File: src/design/oaids_pkg.sv
package oaids_pkg;

    localparam int OPCODE_W  = 3;
    localparam int POS_W     = 7;
    localparam int DATA_W    = 32;
    localparam int STATUS_W  = 2;
    localparam int COUNT_W   = 7;
    localparam int DEPTH_DEF = 64;
    localparam int SCAN_GW   = 32;

    localparam logic [OPCODE_W-1:0] OP_CLEAR  = 3'd0;
    localparam logic [OPCODE_W-1:0] OP_INSERT = 3'd1;
    localparam logic [OPCODE_W-1:0] OP_DELETE = 3'd2;
    localparam logic [OPCODE_W-1:0] OP_SEARCH = 3'd3;
    localparam logic [OPCODE_W-1:0] OP_READ   = 3'd4;

    localparam logic [STATUS_W-1:0] ST_OK    = 2'd0;
    localparam logic [STATUS_W-1:0] ST_FULL  = 2'd1;
    localparam logic [STATUS_W-1:0] ST_RANGE = 2'd2;

    typedef struct packed {
        logic [OPCODE_W-1:0]      opcode;
        logic [POS_W-1:0]         position;
        logic signed [DATA_W-1:0] item_value;
    } in_t;

    typedef struct packed {
        logic [STATUS_W-1:0]      status;
        logic                     found;
        logic signed [DATA_W-1:0] read_value;
        logic [COUNT_W-1:0]       entry_count;
    } out_t;

    typedef struct packed {
        logic shift_up;
        logic shift_down;
    } cell_ctl_t;

endpackage

File: src/design/oaids_cell.sv
module oaids_cell #(
    parameter int IW = $clog2(oaids_pkg::DEPTH_DEF),
    parameter int MW = oaids_pkg::POS_W
) (
    input  logic                              aclk,
    input  logic [IW-1:0]                     idx,
    input  logic [MW-1:0]                     pos,
    input  logic [MW-1:0]                     count,
    input  oaids_pkg::cell_ctl_t              ctl,
    input  logic [oaids_pkg::DATA_W-1:0]      value,
    input  logic [oaids_pkg::DATA_W-1:0]      left,
    input  logic [oaids_pkg::DATA_W-1:0]      right,
    output logic [oaids_pkg::DATA_W-1:0]      entry,
    output logic                              match
);
    import oaids_pkg::*;

    logic [DATA_W-1:0] entry_reg;
    logic [DATA_W-1:0] entry_next;
    logic [MW-1:0]     idx_ext;
    logic              here;
    logic              above;

    assign idx_ext = MW'(idx);
    assign here    = (idx_ext == pos);
    assign above   = (idx_ext > pos);

    always_comb begin
        entry_next = entry_reg;
        if (ctl.shift_up) begin
            if (above) begin
                entry_next = left;
            end else if (here) begin
                entry_next = value;
            end
        end else if (ctl.shift_down) begin
            if (above || here) begin
                entry_next = right;
            end
        end
    end

    always_ff @(posedge aclk) begin
        entry_reg <= entry_next;
    end

    assign entry = entry_reg;
    assign match = (idx_ext < count) && (entry_reg == value);

endmodule

File: config.mk
export PLATFORM = sky130hd
export DESIGN_NAME = oaids_cell
export DESIGN_NICKNAME = d
export VERILOG_FILES = /design/src/design/oaids_pkg.sv /design/src/design/oaids_cell.sv
export SDC_FILE = /design/constraint.sdc
export NUM_CORES = 1
export LEC_CHECK = 0
export ABC_AREA = 0
export BUFFER_PORTS_ARGS = -buffer_cell sky130_fd_sc_hd__buf_2
export CAP_MARGIN = 30
export CORE_UTILIZATION = 28
export DETAILED_ROUTE_END_ITERATION = 12
export GPL_TIMING_DRIVEN = 0
export PLACE_DENSITY = 0.63
export SLEW_MARGIN = 40
export SYNTH_ARGS = -nofsm -noshare
export SYNTH_HDL_FRONTEND = slang
export SYNTH_SLANG_ARGS = --single-unit
File: constraint.sdc
create_clock -name aclk -period 2 [get_ports aclk]
set_clock_uncertainty 0.15 [all_clocks]
set_input_delay 0.1 -clock aclk [delete_from_list [all_inputs] [get_ports aclk]]
set_output_delay 0.1 -clock aclk [all_outputs]
set_load 0.1 [all_outputs]
# [Word-level counts from Yosys, hierarchy flattened]
# Index checks and enable logic that the tools add are counted.
[totals] ff_bits=32 in_bits=119 out_inout_bits=33 wordCells=16
[classes] n_lt_le_gt_ge=2 n_eq_ne=3 muxes=5 reduce_logical=5
[op_table] cell="two-way mux 32 bit" n=5
[op_table] cell="equality test 32 bit" n=1
[op_table] cell="equality test 6 x 7 -> 1 bit" n=1
[op_table] cell="greater-than comparator 6 x 7 -> 1 bit" n=1
[op_table] cell="< comparator 6 x 7 -> 1 bit" n=1
[op_table] cell="nonzero test 2 bit" n=2
[op_table] cell="inequality test 3 x 1 -> 1 bit, second input constant" n=1
[op_table] cell="AND reduction 3 bit" n=1
[op_table] cell="logical AND 1 bit" n=1
[op_table] cell="logical OR 1 bit" n=1

# [Depth between registers and ports, before layout]
# Gate-level depths: netlist of run 1.
[depth] ltp_word=5 mapped_depth=8 depth_no_buf=7

# [Worst setup path after synthesis of run 1]
# OpenSTA, ideal clock, no wires.
[synth_path] kind="reg2out" startpoint="register entry_reg[18], in the netlist entry[18]" endpoint="output port match" arrival_time_ns=3.558 t_required_ns=1.750 slack_ns=-1.808 stages_incl_launch_ff=5 path_buffers=0 cell_sequence="edfxtp_1 > xor2_1 > nor4_1 > nand4_1 > nor3_1"
[synth_via] elab_chain_cells=2
[synth_rtl] element="from (decl)" line="oaids_cell.sv:18" text="logic [DATA_W-1:0] entry_reg;"
[synth_rtl] element="from (signal assigned)" line="oaids_cell.sv:44" text="entry_reg <= entry_next;"
[synth_rtl] element="equality test 32 bit" line="oaids_cell.sv:48" text="assign match = (idx_ext < count) && (entry_reg == value);"
[synth_rtl] element="logical AND 1 bit" line="oaids_cell.sv:48"
[synth_rtl] element="to (decl)" line="oaids_cell.sv:14" text="output logic match"
# Every way passes these cells.

# [Worst setup path in the final report of run 1]
[layout_path] startpoint="register entry_reg[21], in the netlist entry[21]" endpoint="output port match"
# Same word-level chain as after synthesis.

==> results.json, run 1 <==
{
  "layout_worst_path_cycle_share_pct": 110,
  "gr-max-usage-layer": "met2",
  "die_w_um": 91.4,
  "fp.dieH_um": 91.4,
  "hold_path_class": "input pin to register",
  "fraction_of_synthesized_cell_area_in_xor_and_xnor_cells_pct": 12.5,
  "initial_antenna_violation_count": 0,
  "critPathCaptureType": "output pin",
  "yosysTopAreaCell": "edfxtp_1",
  "power.density_cell_area_nw_per_um2": 682,
  "cts_tree": "done",
  "synth_enable_flop_cells": 32,
  "sw_share_pct": 42.2,
  "postSynth.asyncResetShare_pct": 0,
  "synthMostInstantiatedCell": "o22a_1",
  "cts-htree-levels": 2,
  "flip_flop_count_of_the_largest_register_after_layout": 32,
  "route.final.wire_length_um": 7350,
  "drt_via_density": 4.68,
  "internal_power_uw": 1400,
  "num_vias": 2248,
  "site_row_count": 32,
  "final_design_area_no_fill_um2": 3550,
  "post_synth_fa_ha_maj_area_fraction_pct": 6.15,
  "grtUsageMet2_pct": 33.4,
  "power.share.sequential_pct": 36.2,
  "setup-violations-final": 1,
  "total_switching_power_uw": 1020,
  "gr_met1_demand_resource_pct": 20.4,
  "post_synth_mux_area_share_pct": 0,
  "final_critical_path_setup_slack_ns": -0.197,
  "holdPathStages": 2,
  "worst-endpoint-arrival_ns": 1.95,
  "yosys.cell_types.count": 25,
  "synth_simple_gate_area_share_pct": 5.43,
  "timing_worst_slew_pin_value_ns": 0.510,
  "maxSlewViolCount": 0,
  "numClockSinks": 32,
  "maximum_number_of_pins_on_one_net_before_global_route_repair": 33,
  "detailedRoute.firstIterationViolations": 34,
  "critPathLaunchType": "register",
  "io-pin-count": 152,
  "drc_errors": 0,
  "synth_common_cells": "o22a_1, edfxtp_1, o21a_1, xor2_1",
  "cts.root.buffer_cell": "clkbuf_8",
  "syn_area_um2": 2240,
  "synth_top_family_by_area": "compound AO/OA/AOI/OAI gates",
  "dpl_worst_slack_ns": -0.268,
  "grt_use_total_pct": 17.8,
  "synth.yosys.warnings": 0,
  "unrepaired_setup_endpoints_after_global_routing": "true",
  "drt-wirelength-per-cell_um": 15.3,
  "cts.clk_slew.worst_paths_ns": 0.07,
  "dpl.hpwl_um": 5440,
  "drt_first_pass_iters": 4,
  "ys_dominant_reg_cell": "edfxtp_1",
  "grt_overflow_total": 0,
  "clockBufferDepth": 2,
  "grt_pass1_vias": 2418,
  "area.growth.synth_to_final_pct": 58.6,
  "placement.io_buffers": 150,
  "leakage_uw": 0.00159,
  "crit_type": "register to output pin",
  "clock_share_of_power_pct": 19.5,
  "layout.area.seq_um2": 961,
  "grt_first_pass_wirelength_um": 11500,
  "multiInputGateArea_um2": 1190,
  "cts_buffers": 5,
  "violated_checks": "setup timing",
  "run_status": "finished with violations",
  "cts_setup_buffers": 0,
  "power.ir.vdd_worst_v": 0.000285,
  "ys_seq_elements": 32,
  "synth_area_leaders": "edfxtp_1, o22a_1, xor2_1",
  "timing.final.hold_violations": 0,
  "synth_top_area_share_pct": 43.0,
  "maximum_clock_frequency_ghz": 0.455,
  "final-instance-count-excl-fill": 480,
  "placedInstanceArea_um2": 3130,
  "relSlewSlack_pct": 66.2,
  "dp.cells": 443,
  "period_needed_ns": 2.20,
  "synthesis.instances": 191,
  "p_comb_share_pct": 44.4,
  "fp.coreArea_um2": 7730,
  "seq_area_frac_synth_pct": 43.0,
  "mappedNetlistNets": 321,
  "routabilityCongestion": 0.787,
  "cp_max_fo": 2,
  "syn-mean-instance-area_um2": 11.7,
  "floorplan.initialDensity_pct": 29.0,
  "gr-usage-met3_pct": 3.60,
  "required_ns": 1.75,
  "proportion_of_layout_cells_with_a_drive_suffix_above_1_pct": 46.3,
  "maxCapViolCount": 0,
  "dieArea_um2": 8350,
  "antenna_cells": 0,
  "num-nets-final": 508,
  "synthesized_area_fraction_occupied_by_ao_oa_aoi_and_oai_cells_pct": 27.5,
  "final_antenna_net_count": 0,
  "final.fill_count": 757
}
[power groups by stage]
stage	Clock (µW)	Sequential [µW]	Combinational, µW
floorplan	0	1370	271
finish	471	874	1070
global placement	0	885	1010
global route	519	882	1140
CTS	491	875	1080
detailed placement	0	888	1020
[final cells by class]
class / count / area share, %
multi-input cells: 138 / 33.6
repair buffers: 180 / 30.1
flip-flops and latches: 32 / 27.1
well taps: 102 / 3.60
plain buffers: 10 / 2.29
clock buffers: 6 / 2.05
inverters: 11 / 1.16
clock inverters: 1 / 0.141
[timing repair]
| item | CTS | global route |
|---|---|---|
| setup endpoints to repair | 1 | 1 |
| hold buffers | 30 | 0 |
| endpoints found under the hold margin | 30 | 0 |
| resized for setup | 7 | 0 |
| pin swaps | 2 | 2 |
[per-stage QoR]
| stage | power (µW) | setup TNS, ns | hold WS (ns) | utilization [%] |
|---|---|---|---|---|
| 2_1_floorplan | 1640 | -0.609 | 0.150 | - |
| 5_1_grt | 2540 | -0.334 | 0.0112 | 45.9 |
| 4_1_cts | 2440 | -0.256 | 0.00136 | 45.8 |
| 3_5_place_dp | 1910 | -9.48 | 0.266 | 40.5 |
| 6_report | 2420 | -0.197 | 0.00910 | 45.9 |
| 3_3_place_gp | 1900 | -7.47 | 0.262 | 40.5 |
[routing by layer]
layer	part of all wire (%)	wire length, µm
met4	1.2	88
met3	5.3	390
met5	0	0
met2	51	3780
met1	42	3090
[placed cells by master (no fill, tap or decap), types with 2 or more instances in the layout]
cell,count
buf_2,154
o22a_1,32
o21a_1,32
xor2_1,32
edfxtp_1,32
dlygate4sd3_1,30
inv_1,11
ha_1,11
buf_6,5
nor4_1,5
clkbuf_8,5
a21oi_1,3
nor4_2,3
nand4b_1,2
o22ai_1,2
nand4_1,2
a21o_1,2
[worst paths after layout]
path,startpoint,endpoint,slack [ns]
max,entry[21],match,-0.20
min,value[20],entry[20],0.009
[logic make-up (layout without fill, tap and decap cells)]
kind of cell             after synthesis  after routing
AO/OA/AOI/OAI                         76             76
XOR/XNOR                              32             32
AND/OR/NAND/NOR                       19             19
buffers and inverters                 21            208
adder cells (fa/ha/maj)               11             11
flip-flops                            32             32
[critical path, cell delays in order (launching register included)]
cell and delay (ns):
edfxtp_1 0.39, xor2_1 0.17, nor4_2 0.38, nand4_1 0.26
nor3_4 0.26, buf_12 0.20
Note: power is estimated with default switching activity, not from simulation.
==> run 2, diff against run 1 <==
Settings changed: ABC_AREA 0 to 1, PLACE_DENSITY 0.63 to 0.6.
==> run 2 against run 1 <==
- the flow now finishes without violations
- total power increased by 15%
- area after synthesis increased by 24%
- cell area is 19% higher
- via count is 46% higher
- highest routed layer unchanged
==> results.json, run 2 <==
{
  "fp.coreArea_um2": 9420,
  "critPathSlowestCell": "edfxtp_1",
  "synth.yosys.warnings": 0,
  "maxSlewViolCount": 0,
  "layout_commonest_cell": "buf_2",
  "maximum_number_of_pins_on_one_net_before_global_route_repair": 17,
  "num-nets-final": 748,
  "hold_path_class": "input pin to register",
  "leakage_uw": 0.00235,
  "fraction_of_synthesized_cell_area_in_xor_and_xnor_cells_pct": 3.47,
  "grtUsageMet2_pct": 35.4,
  "grt_use_total_pct": 19.4,
  "totalNegativeSetupSlack_ns": 0,
  "gr-max-usage-layer": "met2",
  "final_critical_path_setup_slack_ns": 0.0905,
  "dpl.hpwl_um": 7260,
  "drt_first_pass_iters": 4,
  "cts.root.buffer_cell": "clkbuf_8",
  "fp.dieH_um": 102,
  "cts-htree-levels": 2,
  "placement.io_buffers": 150,
  "syn-mean-instance-area_um2": 6.53,
  "seq_area_frac_synth_pct": 34.6,
  "timing.final.hold_violations": 0,
  "setup-violations-final": 0,
  "routabilityCongestion": 0.764,
  "gr-usage-met3_pct": 4.00,
  "cts_tree": "done",
  "synth_simple_gate_area_share_pct": 37.3,
  "io-pin-count": 152,
  "holdCritStartpoint": "value[19]",
  "route.final.wire_length_um": 9910,
  "syn_area_um2": 2780,
  "drt_via_density": 4.38,
  "synth_area_leaders": "edfxtp_1, nand2_1, inv_1",
  "whs_endpoint": "entry[19]",
  "period_needed_ns": 1.91,
  "area.growth.synth_to_final_pct": 51.8,
  "detailedRoute.firstIterationViolations": 111,
  "crit_chain": "inv_1 > o21ai_0 > nor2_1 > nand2_1 > nor2_1 > nand3_2 > nor2_4 > buf_12",
  "holdPathStages": 5,
  "die_w_um": 102,
  "ys_seq_elements": 32,
  "postSynth.asyncResetShare_pct": 0,
  "ys_dominant_reg_cell": "edfxtp_1",
  "antenna_cells": 0,
  "cell_type_with_the_highest_occurrence_count_on_the_critical_path": "nor2_1",
  "smallest_hold_slack_ns": 0.0452,
  "synth_common_cells": "nand2_1, inv_1, nand3_1",
  "synthesis.instances": 425,
  "num_vias": 3276,
  "maxCapViolCount": 0,
  "run_status": "completed",
  "clockBufferDepth": 2,
  "layout.cells.most_common_list": "buf_2, nand2_1, inv_1, nand3_1",
  "synth_top_family_by_area": "simple AND/OR/NAND/NOR gates",
  "yosysTopAreaCell": "edfxtp_1",
  "synthMostInstantiatedCell": "nand2_1",
  "power.density_cell_area_nw_per_um2": 657,
  "floorplan.initialDensity_pct": 29.5,
  "cts.clk_slew.worst_paths_ns": 0.08,
  "synth_top_area_share_pct": 34.6,
  "crit_type": "register to output pin",
  "placedInstanceArea_um2": 3700,
  "synth_enable_flop_cells": 32,
  "post_synth_fa_ha_maj_area_fraction_pct": 4.96,
  "grt_overflow_total": 0,
  "finalCoreUtilization_pct": 44.7,
  "dieArea_um2": 10300,
  "flip_flop_count_of_the_largest_register_after_layout": 32,
  "critical_path.max_stage_delay_ns": 0.41,
  "post_synth_mux_area_share_pct": 0,
  "proportion_of_layout_cells_with_a_drive_suffix_above_1_pct": 29.1,
  "critPathCaptureType": "output pin",
  "layout_worst_path_cycle_share_pct": 95.5,
  "synthesized_area_fraction_occupied_by_ao_oa_aoi_and_oai_cells_pct": 4.37,
  "grt_first_pass_wirelength_um": 15000,
  "relSlewSlack_pct": 56.6,
  "drt-wirelength-per-cell_um": 13.3,
  "dpl_worst_slack_ns": -0.562,
  "gr_met1_demand_resource_pct": 22.0,
  "mappedNetlistNets": 555,
  "grt_pass1_vias": 3269,
  "cts_buffers": 5,
  "final_antenna_net_count": 0,
  "drc_errors": 0,
  "initial_antenna_violation_count": 0,
  "required_ns": 1.75,
  "final_design_area_no_fill_um2": 4210,
  "unrepaired_setup_endpoints_after_global_routing": "true",
  "timing_worst_slew_pin_value_ns": 0.651,
  "power.ir.vdd_worst_v": 0.000303,
  "site_row_count": 35,
  "worst-endpoint-arrival_ns": 1.66,
  "maximum_clock_frequency_ghz": 0.524,
  "numClockSinks": 32,
  "cp_max_fo": 2,
  "yosys.cell_types.count": 22,
  "critPathLaunchType": "register"
}
[run 2: layout make-up]
type,instances,area [µm²]
multi-input cells,286,1410
well taps,129,161
flip-flops and latches,32,961
fillers,1005,5200
inverters,91,345
clock inverters,3,37.5
plain buffers,16,88.8
clock buffers,5,68.8
repair inverters,1,7.51
repair buffers,185,1130
[run 2: logic make-up after synthesis]
family          count (synthesis)
compound gates                 23
xor+xnor                       11
fa+ha+maj                      11
buf+inv                       107
flops                          32
simple gates                  241
[run 2: worst max-delay path by stage]
stage | start | to | cells after the start
4_1_cts | entry[3] | match | 8
2_1_floorplan | entry[25] | match | 8
3_3_place_gp | idx[4] | entry[18] | 9
3_5_place_dp | idx[4] | entry[12] | 9
5_1_grt | entry[28] | match | 9
6_report | entry[28] | match | 8
[run 2: per-stage QoR]
stage	std cells	total power [µW]
finish	748	2770
global route	748	2920
CTS	745	2770
detailed placement	704	2090
global placement	704	2080
floorplan	425	1780
[run 2: power by group]
| group | total [µW] | leakage, µW | switching [µW] | internal (µW) |
|---|---|---|---|---|
| clock | 621 | 0.0000532 | 258 | 363 |
| combinational | 1260 | 0.00201 | 911 | 350 |
| sequential | 887 | 0.000291 | 49.2 | 838 |
[run 2: timing repair]
action,in CTS,in global routing
endpoints found under the setup margin,33,33
cloned,1,0
resized for setup,6,5
hold buffers,32,0
endpoints found under the hold margin,32,0
pin swaps,0,6
buffers inserted,0,3
[run 2: critical path, delay by kind of cell, from the launching register on]
family / cells / cell delay [ns]
flip-flops: 1 / 0.41
AO/OA/AOI/OAI: 1 / 0.07
buffers and inverters: 2 / 0.27
AND/OR/NAND/NOR: 5 / 0.63
[run 2: routing by layer]
metal	vias up	wire length [µm]	share of wire [%]
met2	121	4890	49
met3	13	614	6.2
met4	0	160	1.6
met5	-	0	0
li1	1694	-	-
met1	1448	4250	43
==> run 3, diff against run 2 <==
==> constraint.sdc (replaced) <==
create_clock -name aclk -period 2 [get_ports aclk]
set_clock_uncertainty 0.15 [all_clocks]
set_input_delay 0.2 -clock aclk [delete_from_list [all_inputs] [get_ports aclk]]
set_output_delay 0.2 -clock aclk [all_outputs]
set_load 0.1 [all_outputs]
==> run 3 against run 2 <==
- the flow now finishes with violations (setup timing)
- wire length shrank 5.0%
- core utilization shrank 3.1 points
- final cell count shrank 4.0%
- highest routed layer unchanged
- maximum frequency shrank 4.6%
- worst setup slack lost 0.093 ns
- global-route usage shrank 1.2 points
- sequential cell count is the same
- first-iteration DRC count shrank 7.2%
- combinational power shrank 3%
- count of clock-buffer cells in the layout is the same
- total power shrank 5.6%
- clock power shrank 19%
==> results.json, run 3 (same netlist as run 2, synthesis figures left out) <==
{
  "leakage_uw": 0.00222,
  "cell_type_with_the_highest_occurrence_count_on_the_critical_path": "nor2_1",
  "report.power.total_uw": 2610,
  "proportion_of_layout_cells_with_a_drive_suffix_above_1_pct": 32.4,
  "cts_buffers": 5,
  "final_antenna_net_count": 0,
  "drt_via_density": 4.37,
  "num_vias": 3138,
  "final_critical_path_setup_slack_ns": -0.00254,
  "cts.root.buffer_cell": "clkbuf_8",
  "drt_first_pass_iters": 4,
  "site_row_count": 35,
  "layout.area.seq_um2": 961,
  "fp.coreArea_um2": 9420,
  "placement.io_buffers": 150,
  "drt-wirelength-per-cell_um": 13.1,
  "cp_max_fo": 2,
  "dieArea_um2": 10300,
  "period_needed_ns": 2.00,
  "final-instance-count-excl-fill": 718,
  "total_stage_count_of_the_critical_path": 8,
  "critPathBufInv": 2,
  "grt_first_pass_wirelength_um": 14200,
  "area.growth.synth_to_final_pct": 41.4,
  "antenna_cells": 0,
  "setup-violations-final": 1,
  "critPathLaunchType": "register",
  "cts-htree-levels": 2,
  "maximum_number_of_pins_on_one_net_before_global_route_repair": 17,
  "critPathCaptureType": "output pin",
  "final.fill_count": 1030,
  "critPathSlowestCell": "edfxtp_1",
  "final_design_area_no_fill_um2": 3920,
  "routabilityCongestion": 0.797,
  "floorplan.initialDensity_pct": 29.5,
  "dpl.hpwl_um": 7210,
  "layout.cells.most_common_list": "buf_2, nand2_1, inv_1, nand3_1, edfxtp_1",
  "grt_pass1_vias": 2978,
  "numClockSinks": 32,
  "critical_path.max_stage_delay_ns": 0.42,
  "multiInputGateArea_um2": 1450,
  "route.final.wire_length_um": 9420,
  "grt_overflow_total": 0,
  "critPathTopFamily": "simple AND/OR/NAND/NOR gates",
  "unrepaired_setup_endpoints_after_global_routing": "true",
  "fp.dieH_um": 102,
  "required_ns": 1.65,
  "initial_antenna_violation_count": 0,
  "cts_tree": "done",
  "timing.final.hold_violations": 0,
  "crit_type": "register to output pin",
  "worst-endpoint-arrival_ns": 1.65,
  "power.density_cell_area_nw_per_um2": 666,
  "placedInstanceArea_um2": 3740,
  "layout_commonest_cell": "buf_2",
  "holdPathStages": 3,
  "violated_checks": "setup timing",
  "detailedRoute.firstIterationViolations": 103,
  "maxSlewViolCount": 0,
  "die_w_um": 102,
  "crit_chain": "inv_2 > o21ai_1 > nor2_1 > nand2_1 > nor2_1 > nand3_2 > nor2_4 > buf_12",
  "hold_path_class": "input pin to register",
  "drc_errors": 0,
  "totalNegativeSetupSlack_ns": -0.00254,
  "num-nets-final": 718,
  "relSlewSlack_pct": 60.7,
  "io-pin-count": 152,
  "maximum_clock_frequency_ghz": 0.499,
  "run_status": "finished with violations",
  "maxCapViolCount": 0,
  "power.ir.vdd_worst_v": 0.000263,
  "grt_use_total_pct": 18.2,
  "dp.cells": 704,
  "flip_flop_count_of_the_largest_register_after_layout": 32,
  "layout_worst_path_cycle_share_pct": 100,
  "cts.clk_slew.worst_paths_ns": 0.08,
  "clockBufferDepth": 2,
  "dpl_worst_slack_ns": -0.559,
  "timing_worst_slew_pin_value_ns": 0.590
}
## run 3: changes by cell type in the layout (fill, tap and decap cells not counted), sizes merged
cell         previous run  this run
clkinv                  2         3
dlygate4sd3            32         0
buf                   163       165
bufinv                  1         0
## run 3: cell type report
class | count | area share, %
well taps | 129 | 4.11
repair inverters | 1 | 0.191
repair buffers | 155 | 21.1
flip-flops and latches | 32 | 24.5
plain buffers | 16 | 2.26
multi-input cells | 286 | 36.9
clock buffers | 5 | 1.75
clock inverters | 3 | 0.351
inverters | 91 | 8.80
## run 3: per-layer routing
layer | routed length (µm) | share of wire, % | vias up | GRT usage, %
met1 | 4210 | 45 | 1385 | 22.0
met2 | 4500 | 48 | 110 | 32.8
met3 | 581 | 6.2 | 10 | 3.66
li1 | - | - | 1633 | -
met4 | 121 | 1.3 | 0 | 4.35
met5 | 0 | 0 | - | 0
## run 3: worst paths after layout
path,from,endpoint
setup / recovery,entry[28],match
hold / removal,right[28],entry[28]
## run 3: through the flow
stage          hold WS, ns  util (%)
2_1_floorplan        0.236         -
3_3_place_gp         0.321      39.8
3_5_place_dp         0.326      39.8
4_1_cts             0.0204      40.9
5_1_grt             0.0265      41.7
6_report            0.0270      41.7
## run 3: worst min-delay path: stages
cell	delay, ns
buf_2	0.07
nand2_1	0.04
nand2_1	0.05
## run 3: what timing repair did
item,4_1_cts,5_1_grt
resized for setup,7,7
hold buffers,0,0
gates cloned,1,0
endpoints found under the setup margin,33,33
buffers inserted,0,5
pin swaps,2,10
## run 3: report_power, final
part           internal, µW  switching (µW)
Sequential              838            51.0
Combinational           320             905
Clock                   237             263
Total                  1390            1220
